===== config.mk =====
export PLATFORM = sky130hd
export DESIGN_NAME = mlfq_ram
export DESIGN_NICKNAME = d
export VERILOG_FILES = /design/src/rtl/mlfq_slice_scheduler_defines.svh /design/src/rtl/mlfq_ram.sv
export SDC_FILE = /design/constraint.sdc
export NUM_CORES = 1
export LEC_CHECK = 0
export ABC_AREA = 1
export ABC_CLOCK_PERIOD_IN_PS = 2100
export BUFFER_PORTS_ARGS = -buffer_cell sky130_fd_sc_hd__buf_2
export CAP_MARGIN = 20
export CORE_UTILIZATION = 45
export CTS_CLUSTER_SIZE = 28
export DETAILED_ROUTE_END_ITERATION = 10
export PLACE_DENSITY_LB_ADDON = 0.2
export SLEW_MARGIN = 30
export SYNTH_ARGS = -nofsm -noshare
export SYNTH_HDL_FRONTEND = slang
export SYNTH_SLANG_ARGS = --single-unit
export TNS_END_PERCENT = 100

===== constraint.sdc =====
create_clock -name clk -period 2.1 [get_ports clk]
set_input_delay 0.525 -clock clk [delete_from_list [all_inputs] [get_ports clk]]
set_output_delay 0.525 -clock clk [all_outputs]
set_load 0.005 [all_outputs]

===== src/rtl/mlfq_slice_scheduler_defines.svh =====
// ----------------------------------------------------------------------------
// mlfq_slice_scheduler_defines
// Assertion macros shared by the scheduler RTL. Each check is clocked on clk
// and switched off while rst_n is low.
// ----------------------------------------------------------------------------
`ifndef MLFQ_SLICE_SCHEDULER_DEFINES_SVH
`define MLFQ_SLICE_SCHEDULER_DEFINES_SVH

// Same-cycle implication.
`define MLFQ_ASSERT_IMP(label, ante, cons) \
  label: assert property (@(posedge clk) disable iff (!rst_n) (ante) |-> (cons)) \
    else $error("mlfq: same-cycle check failed");

// Next-cycle implication.
`define MLFQ_ASSERT_NXT(label, ante, cons) \
  label: assert property (@(posedge clk) disable iff (!rst_n) (ante) |=> (cons)) \
    else $error("mlfq: next-cycle check failed");

`endif


===== src/rtl/mlfq_ram.sv =====
// ----------------------------------------------------------------------------
// mlfq_ram
// Simple dual-port synchronous RAM: one write port, one read port with
// registered read data.
// ----------------------------------------------------------------------------
module mlfq_ram #(
  parameter int DEPTH = 64,
  parameter int WIDTH = 8,
  localparam int AW   = $clog2(DEPTH)
) (
  input  logic             clk,
  input  logic             wr_en,
  input  logic [AW-1:0]    wr_addr,
  input  logic [WIDTH-1:0] wr_data,
  input  logic             rd_en,
  input  logic [AW-1:0]    rd_addr,
  output logic [WIDTH-1:0] rd_data
);

  logic [WIDTH-1:0] mem [DEPTH];
  logic [WIDTH-1:0] rd_data_r;

  always_ff @(posedge clk) begin
    if (wr_en) begin
      mem[wr_addr] <= wr_data;
    end
  end

  always_ff @(posedge clk) begin
    if (rd_en) begin
      rd_data_r <= mem[rd_addr];
    end
  end

  assign rd_data = rd_data_r;

endmodule


## Word-level counts from Yosys, hierarchy flattened

Memories as Yosys holds them, arrays and structs flattened. A register that Yosys moved wholly into a read port is not among the register bits.
Index checks and enable logic that the tools add are counted.

- Memory bits (writable): 512
- Memories kept: 1
- Register bits: 0
- Bits of input ports: 23
- Output and inout bits: 8
- Word-level logic and storage cells: 3

- Multiplexer cells: 2

Memory list:

| name | words | width | rd ports | clocked after Yosys merged registers in | write ports | RTL line | source |
|---|---|---|---|---|---|---|---|
| mem | 64 | 8 | 1 | 1 | 1 | mlfq_ram.sv:20 | `logic [WIDTH-1:0] mem [DEPTH];` |

Operators by type and width:

| kind | count |
|---|---|
| $mux 1 | 2 |

## Depth between registers and ports, before layout

- Depth after elaboration: 2
- Gate-level depth with buffers: 12
- Depth with buffers taken out: 9

## Worst setup path after synthesis

OpenSTA, ideal clock, no wires.

- Path type: input to register
- Start point: in wr_en
- End point: mem mem[48][0], enable pin
- Stages: 3
- Data required time: 1705 ps
- Path slack: -191 ps
- Arrival: 1896 ps
- Path buffers: 1
- Library setup time: 395 ps
- Cells stage by stage: clkbuf_1 -> nand4_1 -> nor4_1

- Cells in the longest elaborated chain, start to end: 2

Ends and longest elaborated chain:

| element | RTL line | source |
|---|---|---|
| from (decl) | mlfq_ram.sv:12 | `input logic wr_en,` |
| $mux 1 | mlfq_ram.sv:24 | `if (wr_en) begin` |
| $mux 1 (not written as such) | mlfq_ram.sv:25 | `mem[wr_addr] <= wr_data;` |
| to (decl) | mlfq_ram.sv:20 |  |

No other way between the ends.

## Worst setup path in the final report

- Start point: reg rd_data_r[5], in the netlist rd_data[5], read port of mem
- End point: out rd_data[5]

RTL lines:

| element | RTL line | source |
|---|---|---|
| from (decl) | mlfq_ram.sv:21 | `logic [WIDTH-1:0] rd_data_r;` |
| to (decl) | mlfq_ram.sv:17 | `output logic [WIDTH-1:0] rd_data` |

No word-level cell between the ends.

==> parameters.txt <==
Parameter                              Value

Status
  Outcome ... finished, violations left
  Violations in the final reports ... design-rule violations

Placement
  Buffers added on ports ... 30
  Detailed placement HPWL ... 31.6 mm
  Placer congestion estimate ... 0.852
  Post-placement worst setup slack ... -120 ps
  Area after DPL ... 0.0228 mm2

Worst setup path
  Type of element launching the critical path ... register
  Required time of the critical path ... 1570 ps
  Critical R2R Launch ... mem[25][6]
  Setup slack of the most critical reg-to-reg path ... 620 ps
  Series of cell instances along the critical path ... buf_2
  Maximum fanout encountered on the critical timing path ... 1
  Critical Path Max Stage Delay ... 450 ps
  Reg2reg end ... rd_data[6]
  Buffers plus inverters on the worst setup path ... 1
  Path depth of the worst reg2reg path ... 8
  Library cell contributing the largest single delay on the critical path ... sky130_fd_sc_hd__edfxtp_1
  Critical path's top delay family ... flip-flops
  Kind of capture point of the worst setup path ... output port
  Crit path DAT ... 1210 ps
  Worst Setup Path Type ... reg -> out

Clocking
  TritonCTS clock tree ... done
  Cell at the root of the clock tree ... sky130_fd_sc_hd__clkbuf_16
  # clock sinks ... 520
  Number of hold buffers added after cts ... 0
  Number of buffers between clock root and the deepest sink ... 3
  Latest clock arrival within the worst-skew pair ... 590 ps
  Post-CTS repair timing setup buffer count ... 0
  Post-CTS resize count ... 0
  Clock-pin slew on the worst setup and hold paths ... 60 ps
  Number of CTS-inserted buffers ... 53
  CTS HTree Levels ... 2

Cells and area
  Most used cells in the layout excluding fill and tap cells ... 648 x sky130_fd_sc_hd__nand2_1, 520 x sky130_fd_sc_hd__edfxtp_1, 439 x sky130_fd_sc_hd__nand3_1
  Non-Filler Cell Area, Final ... 0.0245 mm2
  Multi-input logic area ... 0.00495 mm2
  Layout overhead on the synthesized area ... 14.2%
  Number of nets in the finished design ... 1924
  Most common cell after layout, fill and taps aside ... sky130_fd_sc_hd__nand2_1
  Sequential standard cell area ... 0.0156 mm2
  Proportion of layout cells with a drive suffix above 1 ... 11.6%
  Filler cells ... 4062

STA
  Final setup violation count ... 0
  Min cycle time layout ... 1740 ps
  Final Cycle Share ... 82.7%
  RSZ-0062 raised after global routing ... no
  Worst-case headroom to the max-slew limit ... 66.0%
  Worst hold slack after final layout ... 335 ps
  Maximum clock rate ... 576 MHz
  Count of final hold-check violations ... 0
  Transition time at the pin with the least slew margin ... 510 ps
  Worst Skew ... 16.7 ps
  Count of final max-slew check failures ... 0
  Final worst-path setup slack ... 364 ps

Floorplanning
  Die width ... 220 um
  Count of pins on the block boundary ... 31
  Placeable core region ... 0.0468 mm2
  Starting Density ... 45.8%
  Row count ... 79
  Die area ... 0.0485 mm2
  Die Ht ... 220 um

Min path
  Number of instances on the worst hold path ... 1
  Launch point of the worst hold path ... rd_en
  Hold worst-path end ... rd_data[1]
  Path category of the worst min-delay check ... in -> reg

Global routing
  Vias in the first global route ... 13500
  Antenna violations before repair ... 3
  Grt total ovfl ... 0
  Maximum number of pins on one net before global-route repair ... 70
  GR Util All Layers ... 22.7%
  First-pass GRT wire length ... 81.5 mm

Routing
  Post-detailed-route DRC marker count ... 4
  Number of design-rule violations left by the first detailed-router iteration ... 1426
  Number of vias after detailed routing ... 13900
  First-pass iteration count of the detailed router ... 8
  Remaining antenna violation count ... 0
  Number of vias per cell ... 5.45
  Total wire length ... 53.4 mm
  Average detailed-routed wire length per instance ... 20.9 um

Yosys
  Sequential share of the synthesized area ... 72.9%
  YS warnings ... 0
  Cell count after synthesis ... 1805
  Post-synthesis sequential element count ... 520
  Synth Area per Inst ... 11.9 um2
  Cell area after synthesis ... 0.0214 mm2
  Number of distinct library cell variants in the gate-level netlist after synthesis ... 15
  Synthesized netlist net count ... 1828

Pwr
  Highest ir drop seen on vdd ... 0.600 mV
  Reported leakage power ... 8.94 nW
  Cell Pwr Density ... 899 mW/mm2

Run
  Maximum capacitance violations ... 0
==> stage by stage <==
step                      cells  utilization, %  total power [mW]  setup TNS (ps)
after CTS                  2546            52.3              22.2               0
after detailed placement   2453            48.8              13.2            -570
after global placement     2453            48.8              13.2            -530
after floorplan            1805               -              12.6          -12230
final                      2550            52.3              22.0               0
after global routing       2546            52.3              22.7               0
==> metal layers <==
metal / up-vias / part of all wire (%) / global-route usage (%)
li1: 6549 / - / -
met2: 464 / 46 / 35.6
met3: 84 / 7.6 / 4.96
met5: - / 0.052 / 0
met4: 4 / 2.0 / 5.79
met1: 6785 / 44 / 32.1
==> power breakdown <==
part / leakage, nW / switching, mW / total [mW] / internal (mW)
Clock: 0.797 / 3.79 / 9.03 / 5.24
Sequential: 4.69 / 0.0275 / 11.5 / 11.5
Combinational: 3.46 / 1.01 / 1.43 / 0.415
Total: 8.94 / 4.83 / 22.0 / 17.2
==> cell type report <==
class	instances	area share, %
inverter	12	0.215
clock inverter	25	0.895
timing repair buffer	154	5.90
multi-input combinational	1160	20.2
clock buffer	68	5.82
tap	607	3.10
antenna	4	0.0409
sequential	520	63.8
==> kinds of logic (layout without fill, tap and decap cells) <==
group                  count (synthesis)  count (layout)  synth area share (%)
buffers and inverters                125             259                  4.01
flip-flops                           520             520                  72.9
other                                  0               4                     0
AND/OR/NAND/NOR                     1160            1160                  23.1
==> how the worst max path moves through the flow <==
stage | from | end | slack (ps) | depth (start not counted)
floorplan | wr_en | mem[48][0] | -190 | 3
global placement | rd_addr[1] | rd_data[3] | -120 | 10
detailed placement | rd_addr[1] | rd_data[3] | -120 | 10
CTS | rd_data[1] | rd_data[1] | 340 | 1
global route | rd_data[5] | rd_data[5] | 340 | 1
finish | rd_data[5] | rd_data[5] | 360 | 1
==> synth_stat cells <==
| cell type | number | share of area (%) |
|---|---|---|
| sky130_fd_sc_hd__nand2_1 | 648 | 11 |
| sky130_fd_sc_hd__nand4_1 | 9 | 0.26 |
| sky130_fd_sc_hd__buf_2 | 37 | 0.86 |
| sky130_fd_sc_hd__edfxtp_1 | 520 | 73 |
| sky130_fd_sc_hd__inv_2 | 1 | 0.018 |
| sky130_fd_sc_hd__buf_8 | 2 | 0.14 |
| sky130_fd_sc_hd__clkbuf_1 | 15 | 0.26 |
| sky130_fd_sc_hd__buf_1 | 10 | 0.18 |
| sky130_fd_sc_hd__inv_1 | 10 | 0.18 |
| sky130_fd_sc_hd__buf_6 | 35 | 1.8 |
| sky130_fd_sc_hd__nor4_1 | 8 | 0.23 |
| sky130_fd_sc_hd__inv_6 | 1 | 0.041 |
| sky130_fd_sc_hd__nand3_1 | 439 | 10 |
| sky130_fd_sc_hd__nor2_1 | 56 | 0.98 |
| sky130_fd_sc_hd__buf_4 | 14 | 0.49 |
==> state kept, by name (all words and copies together) (netlist names) <==
name	cells
mem	512
rd_data	8
No activity file was read; power rests on OpenSTA's default activity.
