==> src/rtl/mlfq_slice_scheduler_defines.svh <==
// ----------------------------------------------------------------------------
// mlfq_slice_scheduler_defines
// Assertion macros shared by the scheduler RTL. Each check is clocked on clk
// and switched off while rst_n is low.
// ----------------------------------------------------------------------------
`ifndef MLFQ_SLICE_SCHEDULER_DEFINES_SVH
`define MLFQ_SLICE_SCHEDULER_DEFINES_SVH

// Same-cycle implication.
`define MLFQ_ASSERT_IMP(label, ante, cons) \
  label: assert property (@(posedge clk) disable iff (!rst_n) (ante) |-> (cons)) \
    else $error("mlfq: same-cycle check failed");

// Next-cycle implication.
`define MLFQ_ASSERT_NXT(label, ante, cons) \
  label: assert property (@(posedge clk) disable iff (!rst_n) (ante) |=> (cons)) \
    else $error("mlfq: next-cycle check failed");

`endif

==> src/rtl/mlfq_pkg.sv <==
// ----------------------------------------------------------------------------
// mlfq_pkg
// Constants, codes and record types of the multilevel feedback queue
// scheduler.
// ----------------------------------------------------------------------------
package mlfq_pkg;

  localparam int MAX_PROCS  = 64;
  localparam int PROC_IDX_W = $clog2(MAX_PROCS);
  localparam int CNT_W      = $clog2(MAX_PROCS + 1);
  localparam int NUM_LEVELS = 3;
  localparam int LVL_W      = 2;
  localparam int FIFO_DEPTH = NUM_LEVELS * MAX_PROCS;
  localparam int FIFO_AW    = $clog2(FIFO_DEPTH);

  localparam int PID_W   = 6;
  localparam int TIME_W  = 31;
  localparam int BURST_W = 16;
  localparam int Q_W     = 16;
  localparam int SPAN_W  = 32;
  localparam int CFG_IDX_W = 2;

  localparam logic [LVL_W-1:0]  LAST_LEVEL = 2'd2;
  localparam logic [TIME_W-1:0] CLOCK_MAX  = 31'h7FFF_FFFF;
  localparam logic [CNT_W-1:0]  FIFO_FULL  = CNT_W'(MAX_PROCS);

  localparam logic [Q_W-1:0] Q0_RESET = 16'd2;
  localparam logic [Q_W-1:0] Q1_RESET = 16'd4;
  localparam logic [Q_W-1:0] Q2_RESET = 16'd8;

  typedef enum logic {
    CMD_ADMIT = 1'b0,
    CMD_RUN   = 1'b1
  } cmd_e_t;

  typedef enum logic [1:0] {
    STAT_ADMITTED = 2'd0,
    STAT_RAN      = 2'd1,
    STAT_EMPTY    = 2'd2
  } status_e_t;

  typedef enum logic [CFG_IDX_W-1:0] {
    REG_QUANTUM0 = 2'd0,
    REG_QUANTUM1 = 2'd1,
    REG_QUANTUM2 = 2'd2
  } cfg_reg_e_t;

  typedef enum logic [2:0] {
    ST_IDLE,
    ST_ADMIT,
    ST_FETCH,
    ST_EXEC,
    ST_FIN
  } state_e_t;

  // One process table row.
  typedef struct packed {
    logic [TIME_W-1:0]  arrival;
    logic [BURST_W-1:0] burst;
    logic [BURST_W-1:0] remaining;
    logic [TIME_W-1:0]  start;
    logic               started;
  } ptbl_entry_t;

  // Outcome of one slice, produced by the slice unit.
  typedef struct packed {
    logic [BURST_W-1:0] slice;
    logic [BURST_W-1:0] remaining;
    logic [TIME_W-1:0]  clock_next;
    logic [TIME_W-1:0]  start;
    logic               done;
    logic [LVL_W-1:0]   next_level;
    logic [SPAN_W-1:0]  arr_plus_burst;
  } calc_res_t;

  typedef struct packed {
    logic [1:0]         status;
    logic [PID_W-1:0]   run_pid;
    logic [BURST_W-1:0] slice_length;
    logic [BURST_W-1:0] left_time;
    logic [TIME_W-1:0]  first_start;
    logic               done_res;
    logic [TIME_W-1:0]  finish_stamp;
    logic [SPAN_W-1:0]  response_delay;
    logic [SPAN_W-1:0]  turnaround_span;
    logic [SPAN_W-1:0]  waiting_span;
    logic [LVL_W-1:0]   next_level;
  } result_t;

endpackage

==> src/rtl/mlfq_slice_calc.sv <==
// ----------------------------------------------------------------------------
// mlfq_slice_calc
// Slice arithmetic for one run: slice length, remaining service, saturating
// clock advance, first start time and the level to requeue into.
// ----------------------------------------------------------------------------
module mlfq_slice_calc (
  input  mlfq_pkg::ptbl_entry_t          entry,
  input  logic [mlfq_pkg::TIME_W-1:0]    clock_now,
  input  logic [mlfq_pkg::Q_W-1:0]       quantum,
  input  logic [mlfq_pkg::LVL_W-1:0]     level,
  output mlfq_pkg::calc_res_t            res
);
  import mlfq_pkg::*;

  logic [BURST_W-1:0] slice;
  logic [TIME_W:0]    clk_sum;

  assign slice   = (entry.remaining < quantum) ? entry.remaining : quantum;
  assign clk_sum = {1'b0, clock_now} + {{(TIME_W + 1 - BURST_W){1'b0}}, slice};

  always_comb begin
    res.slice      = slice;
    res.remaining  = entry.remaining - slice;
    res.clock_next = clk_sum[TIME_W] ? CLOCK_MAX : clk_sum[TIME_W-1:0];
    res.start      = entry.started ? entry.start : clock_now;
    res.done       = (res.remaining == '0);
    // A process whose slice equals its level's quantum drops one level, except at the bottom.
    res.next_level = ((slice == quantum) && (level < LAST_LEVEL)) ? level + 2'd1 : level;
    res.arr_plus_burst = {1'b0, entry.arrival} + {{(SPAN_W - BURST_W){1'b0}}, entry.burst};
  end

endmodule

==> config.mk <==
export PLATFORM = sky130hd
export DESIGN_NAME = mlfq_slice_calc
export DESIGN_NICKNAME = d
export VERILOG_FILES = /design/src/rtl/mlfq_slice_scheduler_defines.svh /design/src/rtl/mlfq_pkg.sv /design/src/rtl/mlfq_slice_calc.sv
export SDC_FILE = /design/constraint.sdc
export NUM_CORES = 1
export LEC_CHECK = 0
export ABC_AREA = 1
export BUFFER_PORTS_ARGS = -buffer_cell sky130_fd_sc_hd__buf_2
export CAP_MARGIN = 5
export CORE_ASPECT_RATIO = 1.75
export CORE_UTILIZATION = 30
export DETAILED_ROUTE_END_ITERATION = 7
export PLACE_DENSITY = 0.69
export REMOVE_ABC_BUFFERS = 1
export SYNTH_ARGS = -nofsm -noshare
export SYNTH_HDL_FRONTEND = slang
export SYNTH_SLANG_ARGS = --single-unit
==> constraint.sdc <==
create_clock -name vclk -period 4.25
set_clock_uncertainty 0.2 [all_clocks]
set_input_delay 0.2125 -clock vclk [all_inputs]
set_output_delay 0.2125 -clock vclk [all_outputs]
set_load 0.01 [all_outputs]
Yosys cells after proc, flatten, opt, wreduce, memory -nomap -nowiden
Index checks and enable logic that the tools add are counted.
{"block": "classes", "reduce_logical": 2, "n_eq_ne": 1, "magnitude_cmp": 2, "addsub": 4, "n_mux": 4}
{"operator": "$add A31 B16 Y32", "count": 2}
{"operator": "$mux W31", "count": 2}
{"operator": "$eq A16 B16 Y1", "count": 1}
{"operator": "$logic_not A16 Y1", "count": 1}
{"operator": "$lt A16 B16 Y1", "count": 1}
{"operator": "$mux W16", "count": 1}
{"operator": "$sub A16 B16 Y16", "count": 1}
{"operator": "$add A2 B1 Y2 const B", "count": 1}
{"operator": "$lt A2 B2 Y1 const B", "count": 1}
{"operator": "$mux W2", "count": 1}
{"operator": "$logic_and A1 B1 Y1", "count": 1}
{"block": "totals", "word_cells": 13, "output_inout_bits": 129, "ff_bits": 0}

Longest topological paths before layout
Gate-level depths: netlist of the first run.
{"block": "logic_depth", "ltp_word": 5, "depth_mapped": 31}

Least setup slack after synthesis of the first run
OpenSTA, ideal clock, no wires.
{"block": "synth_path", "path_type": "in2out", "startpoint": "in quantum[9] in the netlist's numbering", "endpoint": "out res[92] in the netlist's numbering", "slack_ns": 0.131, "cell_stages": 23, "n_path_buf": 2, "arrival_ns": 3.707, "t_required_ns": 3.838, "cell_sequence": "inv_1 -> ha_1 -> nand2_1 -> inv_1 -> o21bai_1 -> a21oi_2 -> nor2_4 -> nand2_4 -> buf_6 -> buf_2 -> o21ai_0 -> ha_1 -> inv_1 -> fa_1 -> inv_1 -> nand2_1 -> o21ai_2 -> a21oi_4 -> o31ai_4 -> nand3_1 -> nand2_1 -> inv_1 -> o21ai_0"}
{"item": "start, declared", "line_no": "mlfq_slice_calc.sv:9", "source": "input logic [mlfq_pkg::Q_W-1:0] quantum,"}
{"item": "end, declared", "line_no": "mlfq_slice_calc.sv:11", "source": "output mlfq_pkg::calc_res_t res"}

==> results.tsv, run 1 <==
stage	metric	value	unit
logic_synthesis	syn_avg_cell_area	5.69	um2
final_layout	drive_above_1_share	34.7	%
run	cap_violations	0	
placement	placed_cells	1347	
final_layout	n_clock_buffer	0	
worst_hold_path	hold_depth	3	
final_layout	fillers	1781	
floorplan	die_h	172	um
final_layout	seq_area	0	um2
route	routedWlPerCell	16.1	um
logic_synthesis	synth-xor-area-share	7.94	%
clock_network	ctsHoldBuffers	0	
final_layout	seq_cells	0	
sta	timing.final.hold_violations	0	
critical_path	cp_max_fo	12	
logic_synthesis	ys_types	50	
floorplan	ioPinCount	273	
critical_path	required	3.84	ns
logic_synthesis	yosys_warnings	0	
logic_synthesis	yosysMostFrequentCell	nand2_1	
sta	tightest_slew	0.961	ns
pwr	ir_drop	0.000128	V
route	vias	6944	
floorplan	dieWidth	99.2	um
sta	max_slew_margin	35.9	%
final_layout	nets	1375	
logic_synthesis	netlist_instances	872	
sta	rsz0062_at_grt	false	
sta	setup_tns	0	ns
pwr	leakagePower	4.02	nW
floorplan	coreArea	0.0160	mm2
global_routing	grt_pass1_wl	32.0	mm
logic_synthesis	yosys-top-cells-count	nand2_1, inv_1, nor2_1	
floorplan	std_cell_rows	61	
route	vias_per_cell	5.12	
placement	portBuffers	273	
worst_hold_path	hold_class	in2out	
logic_synthesis	synth_top_area_cell	ha_1	
critical_path	worst-setup-path-type	in2out	
sta	setup_viol	0	
global_routing	grt_use_total	24.0	%
final_layout	instances_no_fill	1355	
sta	finalCriticalPeriod	4.03	ns
sta	fin_crit_sh	94.7	%
critical_path	arrival	3.61	ns
logic_synthesis	syn_area	0.00496	mm2
sta	fmax	248	MHz
logic_synthesis	synth_compound_area_share	20.2	%
route	wirelength	21.8	mm
logic_synthesis	synth_mux_area_share	3.86	%
route	antenna_left	0	
critical_path	startpoint_type	input port	
logic_synthesis	synthSimpleGateAreaFrac	37.3	%
critical_path	end_kind	output pin	
sta	slew_viol_final	0	
logic_synthesis	ys_seq_area_share	0	%
final_layout	area_growth	38.9	%
placement	place_hpwl	19.4	mm
outcome	status	complete, no violations	
placement	gp_congestion	0.966	
floorplan	initial_utilization	31.0	%
pwr	p_per_area	207	mW/mm2
sta	whs	0.504	ns
logic_synthesis	synth-adder-area-share	16.8	%
floorplan	die_area	0.0171	mm2
global_routing	overflow	0	
logic_synthesis	yosysTopAreaCellShare	15.6	%
route	drt_iter0_markers	225	
global_routing	grt_antenna_before_repair	3	
global_routing	grt_max_degree	46	
pwr	power	1.43	mW
final_layout	fin_util	43.0	%
logic_synthesis	synth_top_family_by_area	simple AND/OR/NAND/NOR gates	
route	first_pass_iters	4	
route	route.detailed.drc	0	
logic_synthesis	ys_top_cells_by_area	ha_1, nand2_1, inv_1	
global_routing	grt_pass1_vias	6619	
[layout by cell type (no fill, tap or decap), types with 3 or more instances in the layout]
master,count
inv_2,5
nor3_1,11
nand4_1,41
o21ai_0,36
nor2_1,72
nand2_1,201
a21oi_4,5
mux2_2,17
nand3b_1,3
nor2_2,6
nor2_4,3
buf_2,273
a31oi_1,3
nand3_1,55
nand2_2,9
a21oi_2,17
o21ai_2,10
a21oi_1,48
xnor2_1,17
o21a_1,4
or2_1,3
xor2_1,27
o21ai_1,7
or2_2,5
inv_1,150
o21bai_1,3
a21o_1,5
buf_4,33
ha_1,60
[cell families after synthesis]
family                     count (synthesis)
muxes                                     17
xor gates and xnor gates                  45
and+or+nand+nor                          420
AOI/OAI and AO/OA                        154
buffers and inverters                    171
adders and majority gates                 65
[cell type report]
class | instances | area, um2 | area share (%)
Multi-Input combinational cell | 701 | 4430 | 64.3
Timing Repair Buffer | 308 | 1640 | 23.7
Inverter | 155 | 582 | 8.44
Antenna cell | 2 | 5.00 | 0.0726
Tap cell | 189 | 236 | 3.43
[final timing paths]
path,start,end
min,entry[90],res[26]
max,quantum[13],res[78]
[report_power, final]
group | total [mW] | internal (mW) | switching, mW
combinational | 1.43 | 0.564 | 0.861
clock | 0.0000000630 | 0.0000000630 | 0
sequential | 0 | 0 | 0
[what timing repair did]
action / in CTS / in global routing
resized for setup: 1 / 48
pin swaps: 1 / 12
setup endpoints to repair: 2 / 31
gates cloned: 0 / 0
buffers inserted: 3 / 3
[routing by layer]
layer	wire, um	GRT usage [%]	vias up
li1	-	-	3472
met1	7010	19.7	3099
met2	12400	53.1	299
met3	1070	2.38	72
met4	1310	12.8	2
met5	13	0	-
[worst max-delay path, cell delays in order]
cell,delay [ns]
buf_2,0.11
inv_1,0.06
ha_1,0.29
nand4_1,0.16
nor3_2,0.26
nand2_4,0.10
nand2_8,0.10
buf_6,0.16
nor2_1,0.05
a21oi_1,0.16
inv_1,0.10
ha_1,0.35
a21oi_2,0.18
o21ai_2,0.10
a21oi_4,0.22
o21ai_2,0.10
a21oi_2,0.25
o21ai_2,0.11
buf_4,0.14
xor2_1,0.13
inv_1,0.05
nand2_1,0.04
buf_2,0.14
[per-stage QoR]
stage	area (um2)	setup WS, ns
after floorplan	4860	0.0586
after detailed placement	6680	-0.0529
after CTS	6710	0.0421
after global placement	6680	-0.0433
final	6890	0.225
after global routing	6890	0.00201
No activity file was read; power rests on OpenSTA's default activity.
==> inputs of run 2 (changes only) <==
CORE_ASPECT_RATIO = 1.2   (was 1.75)
clock period = 5.2 ns   (was 4.25 ns; I/O delays follow)
==> results.tsv, run 2 (synthesis results as in run 1) <==
stage	metric	value	unit	change
critical_path	cp_max_fo	33		+21
sta	finalCriticalPeriod	4.78	ns	
floorplan	coreArea	0.0162	mm2	+1.1%
final_layout	seq_cells	0		unchanged
critical_path	startpoint_type	input port		
pwr	p_per_area	161	mW/mm2	-22%
final_layout	nets	1342		-2.4%
critical_path	required	4.74	ns	+0.90 ns
placement	dpl_cell_area	0.00651	mm2	-2.6%
sta	final.setup.worst_slack	0.419	ns	+0.195 ns
placement	dp_slack	0.453	ns	+0.506 ns
pwr	p_seq_share	0	%	unchanged
sta	fin_crit_sh	91.9	%	
sta	setup_viol	0		unchanged
floorplan	std_cell_rows	51		-16%
worst_hold_path	hold_class	in2out		
route	antenna_left	0		unchanged
pwr	leakagePower	3.84	nW	-4.6%
run	cap_violations	0		unchanged
final_layout	drive_above_1_share	29.6	%	-5.1 points
critical_path	end_kind	output pin		
placement	gp_congestion	0.989		+2.4%
final_layout	final_common_cell	buf_2		
global_routing	grt_pass1_vias	5899		-11%
final_layout	seq_area	0	um2	unchanged
pwr	clockPowerShare	0	%	unchanged
pwr	ir_drop	0.000101	V	-21%
floorplan	dieWidth	119	um	+20%
global_routing	grt_antenna_before_repair	0		-3
critical_path	critPathLaunch	quantum[15]		
pwr	combPwrFrac	100.0	%	about the same
placement	portBuffers	273		unchanged
sta	fmax	209	MHz	
final_layout	diodes	0		-2
route	first_pass_iters	5		+1
sta	setup_tns	0	ns	unchanged
floorplan	initial_utilization	30.6	%	-0.34 points
route	routedWlPerCell	13.5	um	-16%
pwr	switching_share	60.9	%	+0.45 points
final_layout	n_clock_buffer	0		unchanged
floorplan	die_h	143	um	-17%
final_layout	postLayoutCellArea	0.00651	mm2	-5.6%
clock_network	post_cts_resized	0		-1
final_layout	area_growth	31.1	%	
final_layout	final_cell_mix	buf_2, nand2_1, inv_1		
critical_path	arrival	4.32	ns	+0.71 ns
route	route.detailed.drc	0		unchanged
global_routing	overflow	0		unchanged
clock_network	ctsHoldBuffers	0		unchanged
route	vias	6582		-5.2%
sta	max_slew_margin	38.4	%	+2.5 points
clock_network	cts_setup_buffers	0		-3
sta	rsz0062_at_grt	false		
route	vias_per_cell	4.90		-4.4%
floorplan	ioPinCount	273		unchanged
route	wirelength	18.1	mm	-17%
final_layout	fin_util	40.1	%	-2.9 points
pwr	p_int	0.410	mW	-27%
sta	tightest_slew	0.923	ns	-0.0375 ns
pwr	switching_power	0.638	mW	-26%
sta	timing.final.hold_violations	0		unchanged
worst_hold_path	holdCritStartpoint	entry[90]		
floorplan	die_area	0.0171	mm2	-0.11%
outcome	status	complete, no violations		
placement	place_hpwl	16.1	mm	-17%
critical_path	worst-setup-path-type	in2out		
sta	slew_viol_final	0		unchanged
global_routing	grt_pass1_wl	27.5	mm	-14%
global_routing	grt_use_total	19.7	%	-4.3 points
route	drt_iter0_markers	242		+7.6%
global_routing	grt_max_degree	46		unchanged
run 2: cell count changes in the layout (fill, tap and decap cells not counted), moves of 7 or more:
cell,change
a21oi_2,-11
a21oi_1,+11
buf_4,-31
nor2_1,+7
run 2: stage by stage:
step	hold slack (ns)	power [mW]	instances
floorplan	0.400	0.663	856
global route	0.620	1.16	1343
detailed placement	0.605	1.05	1343
finish	0.603	1.05	1343
global placement	0.603	1.04	1343
CTS	0.605	1.05	1343
run 2: cell type report:
type | count | area (um2)
Fill cell | 1805 | 9700
Multi-Input combinational cell | 701 | 4280
Timing Repair Buffer | 275 | 1380
Inverter | 155 | 582
Tap cell | 212 | 265
run 2: worst paths after layout:
path                  endpoint  slack, ns  cells past startpoint
worst min-delay path   res[26]       0.60                      3
worst max-delay path   res[84]       0.42                     23
run 2: power by group through the flow:
stage          Sequential, mW  Combinational (mW)  Clock, mW
4_1_cts                     0                1.05          0
3_5_place_dp                0                1.05          0
6_report                    0                1.05          0
5_1_grt                     0                1.16          0
2_1_floorplan               0               0.663          0
3_3_place_gp                0                1.04          0
run 2: routing by layer:
layer | wire (um) | global-route usage (%) | part of all wire (%) | vias to the layer above
li1 | - | - | - | 3401
met1 | 7250 | 21.1 | 40 | 2916
met2 | 9380 | 40.5 | 52 | 245
met3 | 1100 | 2.44 | 6.1 | 20
met4 | 376 | 4.08 | 2.1 | 0
met5 | 0 | 0 | 0 | -
run 2: worst max-delay path, stage by stage:
cell and delay (ns):
buf_2 0.09, inv_1 0.06, ha_1 0.31, nand4_1 0.17, nor3_2 0.27, nand2_4 0.25, nand2_4 0.35, nor2_1 0.07
a21oi_1 0.34, inv_1 0.17, fa_1 0.43, inv_1 0.08, nand2_1 0.08, o21ai_2 0.25, a21oi_4 0.12, o21ai_2 0.20
a21oi_2 0.12, o21bai_2 0.16, nand2_1 0.09, nand2_1 0.12, nand3b_1 0.09, nand3_1 0.07, buf_2 0.16
